--- config.mk ---
export PLATFORM = sky130hd
export DESIGN_NAME = dbbt_div_cell
export DESIGN_NICKNAME = d
export VERILOG_FILES = /design/src/rtl/dbbt_div_cell.sv
export SDC_FILE = /design/constraint.sdc
export NUM_CORES = 1
export LEC_CHECK = 0
export BUFFER_PORTS_ARGS = -buffer_cell sky130_fd_sc_hd__buf_2
export CORE_ASPECT_RATIO = 0.5
export CORE_UTILIZATION = 25
export CTS_CLUSTER_SIZE = 30
export DETAILED_ROUTE_END_ITERATION = 10
export GPL_ROUTABILITY_DRIVEN = 1
export PLACE_DENSITY = 0.53
export SLEW_MARGIN = 5
export SYNTH_ARGS = -nofsm -noshare
export SYNTH_HDL_FRONTEND = slang
export SYNTH_SLANG_ARGS = --single-unit
--- constraint.sdc ---
create_clock -name clock -period 2.19 [get_ports clock]
set_input_delay 0.438 -clock clock [delete_from_list [all_inputs] [get_ports clock]]
set_output_delay 0.438 -clock clock [all_outputs]
set_load 0.01 [all_outputs]
--- src/rtl/dbbt_div_cell.sv ---
// One quotient bit of the two box-mean divisions (coarse and fine lanes).
module dbbt_div_cell #(
   parameter int SW    = 15,
   parameter int CW    = 7,
   parameter int QBITS = 8,
   parameter int SHIFT = 7
) (
   input  logic             clock,
   input  logic             reset,
   input  logic             in_valid,
   input  logic [SW-1:0]    in_rem_c,
   input  logic [SW-1:0]    in_rem_f,
   input  logic [CW-1:0]    in_div_c,
   input  logic [CW-1:0]    in_div_f,
   input  logic [QBITS-1:0] in_q_c,
   input  logic [QBITS-1:0] in_q_f,
   output logic             out_valid,
   output logic [SW-1:0]    out_rem_c,
   output logic [SW-1:0]    out_rem_f,
   output logic [CW-1:0]    out_div_c,
   output logic [CW-1:0]    out_div_f,
   output logic [QBITS-1:0] out_q_c,
   output logic [QBITS-1:0] out_q_f
);

   localparam int XW = SW + QBITS + CW;

   logic             valid_ff;
   logic [SW-1:0]    rem_c_ff, rem_f_ff, rem_c_in, rem_f_in;
   logic [CW-1:0]    div_c_ff, div_f_ff;
   logic [QBITS-1:0] q_c_ff, q_f_ff, q_c_in, q_f_in;
   logic [XW-1:0]    dsh_c, dsh_f;
   logic             ge_c, ge_f;

   always_comb begin
      dsh_c = XW'(in_div_c) << SHIFT;
      dsh_f = XW'(in_div_f) << SHIFT;
      ge_c  = XW'(in_rem_c) >= dsh_c;
      ge_f  = XW'(in_rem_f) >= dsh_f;
      rem_c_in = ge_c ? SW'(XW'(in_rem_c) - dsh_c) : in_rem_c;
      rem_f_in = ge_f ? SW'(XW'(in_rem_f) - dsh_f) : in_rem_f;
      q_c_in = in_q_c;
      q_f_in = in_q_f;
      q_c_in[SHIFT] = ge_c;
      q_f_in[SHIFT] = ge_f;
   end

   always_ff @(posedge clock) begin
      if (reset) begin
         valid_ff <= 1'b0;
      end else begin
         valid_ff <= in_valid;
      end
      rem_c_ff <= rem_c_in;
      rem_f_ff <= rem_f_in;
      div_c_ff <= in_div_c;
      div_f_ff <= in_div_f;
      q_c_ff   <= q_c_in;
      q_f_ff   <= q_f_in;
   end

   assign out_valid = valid_ff;
   assign out_rem_c = rem_c_ff;
   assign out_rem_f = rem_f_ff;
   assign out_div_c = div_c_ff;
   assign out_div_f = div_f_ff;
   assign out_q_c   = q_c_ff;
   assign out_q_f   = q_f_ff;

endmodule

==> flow_metrics.py, run 1 <==
metrics = {
    "worst_setup_path": {
        "crit_start": "in_rem_f[7]",
        "cp_slowest_stage_delay_ns": 0.35,
        "path_class": "input port to flip-flop",
        "crit_buf_inv": 3,
        "critPathCaptureType": "flip-flop",
        "crit_slowest_cell": "mux2_1",
        "start_kind": "input port",
        "worstPathMaxFanout": 6,
        "required_ns": 2.40,
        "path_cells": "buf_2 > inv_1 > ha_1 > inv_1 > fa_2 > a21o_1 > a21oi_2 > a21oi_2 > a21oi_4 > mux2_1",
        "cp.arrival_ns": 2.26,
        "crit_family": "compound AO/OA/AOI/OAI gates",
    },
    "layout": {
        "final_common_cell": "buf_2",
        "mostFrequentLayoutCells": "buf_2, dfxtp_1, inv_1",
        "final-seq-area_sq_um": 1221,
        "multi_input_area_sq_um": 975.9,
        "drive_above_1_share": 0.5043,
        "synthToLayoutAreaGrowth_pct": 55.29,
        "layout.nets": 419,
        "n_antenna_cell": 0,
        "fillers": 842,
    },
    "placement": {
        "port_buffers": 121,
        "dpl_worst_slack_ns": -0.2368,
        "gp_congestion": 0.8052,
        "hpwl_mm": 4.352,
    },
    "clock_tree": {
        "cts_setup_buffers": 0,
        "clk_pin_slew_ns": 0.06,
        "cts-root-buf": "clkbuf_16",
        "ctsResizeCount": 0,
        "clock_sinks": 61,
        "cts_buffers": 9,
        "cts_max_path_buffers": 2,
        "ctsHoldBuffers": 0,
        "tritoncts": "built",
        "ctsHtreeMaxLevel": 3,
    },
    "floorplan": {
        "die-area_sq_um": 9348,
        "ios": 124,
        "start_util": 0.2688,
        "die_x_microns": 135.7,
        "dieHeight_microns": 68.87,
        "num_rows": 23,
        "design.core.area_sq_um": 8317,
    },
    "synth": {
        "seq_area_frac_synth": 0.5462,
        "synth-edff-count": 0,
        "netlist_area_sq_um": 2236,
        "syn_nets": 271,
        "syn_avg_cell_area_sq_um": 11.65,
        "synth_cells": 192,
        "synthArstFlopShare": 0,
        "ys.warnings.count": 0,
        "yosys_most_used_dff": "dfxtp_1",
        "synth_seq_cells": 61,
        "synth_cell_types": 46,
    },
    "global_routing": {
        "grt_max_degree": 13,
        "grt_usage": 0.1228,
        "grt_pass1_wl_mm": 8.376,
        "overflow": 0,
        "antenna_found_initial": 0,
        "grt_pass1_vias": 1795,
    },
    "routing": {
        "viasPerCell": 4.098,
        "wl_mm": 5.379,
        "drt_first_pass_iters": 4,
        "drc": 0,
        "ant_nets": 0,
        "initialDrtViolationCount": 48,
        "post_drt_wl_per_cell_microns": 11.77,
        "vias": 1873,
    },
    "sta": {
        "max-slew-margin-rel": 0.7780,
        "holdWs_ns": 0.2069,
        "report.final.slew_viol_count": 0,
        "setup-tns-final_ns": 0,
        "fin_crit_ns": 2.051,
        "setup_viol_count_final": 0,
        "max_freq_mhz": 487.6,
        "tightest_slew_ns": 0.3300,
        "hold_viol": 0,
        "setup_slack_ns": 0.1390,
        "period_share": 0.9366,
        "rsz0062_at_grt": "no",
    },
    "worst_hold_path": {
        "hold_path.class": "input port to flip-flop",
        "hp-start": "in_q_c[6]",
    },
    "power_and_ir_drop": {
        "vdd_ir_drop_max_v": 0.0004143,
        "power.static_leakage_uw": 0.001708,
        "power.density_nw_per_um2": 946.3,
        "power.total_uw": 3286,
    },
    "run_status": {
        "status": "finished, final reports clean",
    },
    "flow_run": {
        "max_cap_viol_count": 0,
    },
}
[cell usage after synthesis (2+ instances only)]
| master | number | share of area |
|---|---|---|
| dfxtp_1 | 61 | 0.55 |
| inv_1 | 19 | 0.032 |
| ha_1 | 14 | 0.078 |
| nor2_1 | 11 | 0.018 |
| nand2_1 | 7 | 0.012 |
| o21ai_0 | 6 | 0.013 |
| mux2_1 | 5 | 0.025 |
| mux2_4 | 5 | 0.034 |
| o21a_1 | 5 | 0.017 |
| a21oi_1 | 4 | 0.0090 |
| nor2b_1 | 4 | 0.011 |
| mux2i_1 | 3 | 0.013 |
| nand3_1 | 3 | 0.0067 |
| o31a_1 | 3 | 0.012 |
| a21o_1 | 2 | 0.0067 |
| a21oi_2 | 2 | 0.0078 |
| fa_1 | 2 | 0.018 |
| nor3_1 | 2 | 0.0045 |
| o211ai_1 | 2 | 0.0067 |
| o311a_1 | 2 | 0.0090 |
| or2_2 | 2 | 0.0056 |
| or3_1 | 2 | 0.0056 |
| xnor2_1 | 2 | 0.0078 |
| xor2_1 | 2 | 0.0078 |
[sequential cells by signal, summed over array words and instances (netlist names)]
register / flops
out_rem_c: 15
out_rem_f: 15
out_q_c: 8
out_q_f: 8
out_div_c: 7
out_div_f: 7
out_valid: 1
[routing by layer]
layer,share of wire,GRT usage,wire length [microns]
met4,0.019,0.07584,103
met5,0,0,0
met3,0.065,0.05117,352
met2,0.52,0.2245,2795
met1,0.40,0.1202,2127
[cell families after synthesis]
family	count (synthesis)	synth area share
flops	61	0.5462
simple gates	41	0.1080
compound gates	37	0.1248
mux	14	0.07722
fa+ha+maj	16	0.09625
xor+xnor	4	0.01567
buf+inv	19	0.03190
[worst paths after layout]
kind	endpoint	slack, ns	depth (start not counted)
setup / recovery	out_rem_f[8]	0.14	10
hold / removal	out_q_c[6]	0.21	1
[per-stage QoR]
step,instances,instance area [sq um],utilization
3_5_place_dp,440,3139,0.3775
4_1_cts,456,3465,0.4166
2_1_floorplan,192,2268,-
5_1_grt,457,3472,0.4175
3_3_place_gp,440,3139,0.3775
6_report,457,3472,0.4175
[final cells by class]
class	instances	area share
inverters	19	0.02054
multi-input cells	112	0.2811
repair buffers	137	0.2126
clock inverters	7	0.02883
flip-flops and latches	61	0.3517
clock buffers	9	0.06486
well taps	112	0.04036
[where the power goes]
group	total, uW	leakage (uW)	switching, uW	internal (uW)
Clock	1510	0.000148	517	998
Combinational	542	0.00105	259	283
Sequential	1230	0.000514	20.1	1210
(Power assumes the default switching activity.)
==> run 2, diff against run 1 <==
Settings changed: CORE_ASPECT_RATIO 0.5 to 0.6.
==> run 2 against run 1 <==
  * Wire length grew 6.7%
  * Clock power about the same
  * Power rose by 1.2%
  * First-iteration DRC count increased by 33%
  * Sequential power is essentially flat
  * Sequential share of layout area shrank 0.63 points
  * Via count increased by 2.0%
  * Critical path type unchanged
  * Highest routed layer unchanged
==> flow_metrics.py, run 2 (same netlist as run 1, synthesis figures left out) <==
metrics = {
    "sta": {
        "setup_slack_ns": 0.1074,
        "setup_viol_count_final": 0,
        "tightest_slew_ns": 0.4873,
        "max_freq_mhz": 480.2,
        "period_share": 0.9509,
        "max-slew-margin-rel": 0.6741,
        "rsz0062_at_grt": "no",
        "report.final.slew_viol_count": 0,
        "fin_crit_ns": 2.083,
        "hold_viol": 0,
    },
    "global_routing": {
        "grt_pass1_vias": 1721,
        "overflow": 0,
        "grt_pass1_wl_mm": 8.611,
        "antenna_found_initial": 0,
        "grt_max_degree": 12,
        "grt_usage": 0.1291,
    },
    "floorplan": {
        "ios": 124,
        "start_util": 0.2603,
        "num_rows": 26,
        "die_x_microns": 124.1,
        "dieHeight_microns": 75.26,
        "design.core.area_sq_um": 8588,
        "die-area_sq_um": 9338,
    },
    "clock_tree": {
        "cts-root-buf": "clkbuf_16",
        "ctsHtreeMaxLevel": 3,
        "ctsHoldBuffers": 0,
        "clk_pin_slew_ns": 0.05,
        "cts_buffers": 9,
        "cts_max_path_buffers": 2,
        "cts_setup_buffers": 0,
        "tritoncts": "built",
        "ctsResizeCount": 0,
        "clock_sinks": 61,
    },
    "power_and_ir_drop": {
        "power.density_nw_per_um2": 940.2,
        "vdd_ir_drop_max_v": 0.0003623,
        "power.static_leakage_uw": 0.001758,
    },
    "worst_setup_path": {
        "critPathCaptureType": "flip-flop",
        "cp_slowest_stage_delay_ns": 0.37,
        "cp.arrival_ns": 2.28,
        "worstPathMaxFanout": 7,
        "crit_buf_inv": 3,
        "crit_start": "in_rem_f[7]",
        "crit_family": "compound AO/OA/AOI/OAI gates",
        "required_ns": 2.39,
        "crit_slowest_cell": "mux2_1",
        "path_class": "input port to flip-flop",
        "path_cells": "buf_2 > inv_1 > ha_1 > inv_1 > fa_2 > a21o_1 > a21oi_2 > a21oi_2 > a21oi_4 > mux2_1",
        "start_kind": "input port",
    },
    "placement": {
        "hpwl_mm": 4.611,
        "dp_cells": 451,
        "port_buffers": 121,
        "gp_congestion": 0.8501,
        "dpl_worst_slack_ns": -0.2406,
    },
    "layout": {
        "final_cells": 467,
        "fillers": 850,
        "final-seq-area_sq_um": 1221,
        "layout.nets": 429,
        "finish.utilization": 0.4117,
        "synthToLayoutAreaGrowth_pct": 58.14,
        "n_antenna_cell": 0,
        "multi_input_area_sq_um": 975.9,
        "final_common_cell": "buf_2",
        "mostFrequentLayoutCells": "buf_2, dfxtp_1, buf_4",
        "drive_above_1_share": 0.5155,
    },
    "routing": {
        "initialDrtViolationCount": 64,
        "viasPerCell": 4.092,
        "ant_nets": 0,
        "wl_mm": 5.740,
        "drc": 0,
        "drt_first_pass_iters": 4,
        "post_drt_wl_per_cell_microns": 12.29,
        "vias": 1911,
    },
    "run_status": {
        "status": "finished, final reports clean",
    },
    "worst_hold_path": {
        "hold_end": "out_q_c[0]",
        "hp-start": "in_q_c[0]",
        "min_path_cells": 1,
        "hold_path.class": "input port to flip-flop",
    },
    "flow_run": {
        "max_cap_viol_count": 0,
    },
}
-- run 2: metal layers --
layer,vias up,global-route usage,part of all wire
met4,0,0.05952,0.013
met3,7,0.05606,0.075
met5,-,0,0
met2,71,0.1707,0.38
met1,845,0.1777,0.53
li1,988,-,-
-- run 2: worst max-delay path by stage --
stage,end,slack (ns),depth (start not counted)
floorplan,out_rem_c[10],0.02,9
global placement,out_rem_c[8],-0.21,10
detailed placement,out_rem_c[10],-0.24,10
CTS,out_rem_f[8],0.11,10
global route,out_rem_f[8],0.007,10
finish,out_rem_f[8],0.11,10
-- run 2: layout make-up --
class | instances | share of cell area
Inverter | 19 | 0.02017
Sequential cell | 61 | 0.3454
Multi-Input combinational cell | 112 | 0.2760
Clock buffer | 11 | 0.06865
Clock inverter | 5 | 0.02371
Timing Repair Buffer | 147 | 0.2265
Tap cell | 112 | 0.03963
-- run 2: where the power goes --
| part | internal (uW) | total (uW) | switching [uW] |
|---|---|---|---|
| clock network | 1030 | 1520 | 496 |
| registers | 1210 | 1230 | 20.8 |
| logic | 293 | 570 | 277 |
| total | 2530 | 3320 | 794 |
-- run 2: stage by stage --
stage | cell area, sq um | TNS (ns) | power, uW | hold WS, ns
2_1_floorplan | 2268 | 0 | 1554 | 0.4657
3_3_place_gp | 3209 | -2.519 | 1819 | 0.5407
3_5_place_dp | 3209 | -2.892 | 1824 | 0.5416
4_1_cts | 3536 | 0 | 3387 | 0.1956
5_1_grt | 3536 | 0 | 3506 | 0.1899
6_report | 3536 | 0 | 3325 | 0.2133
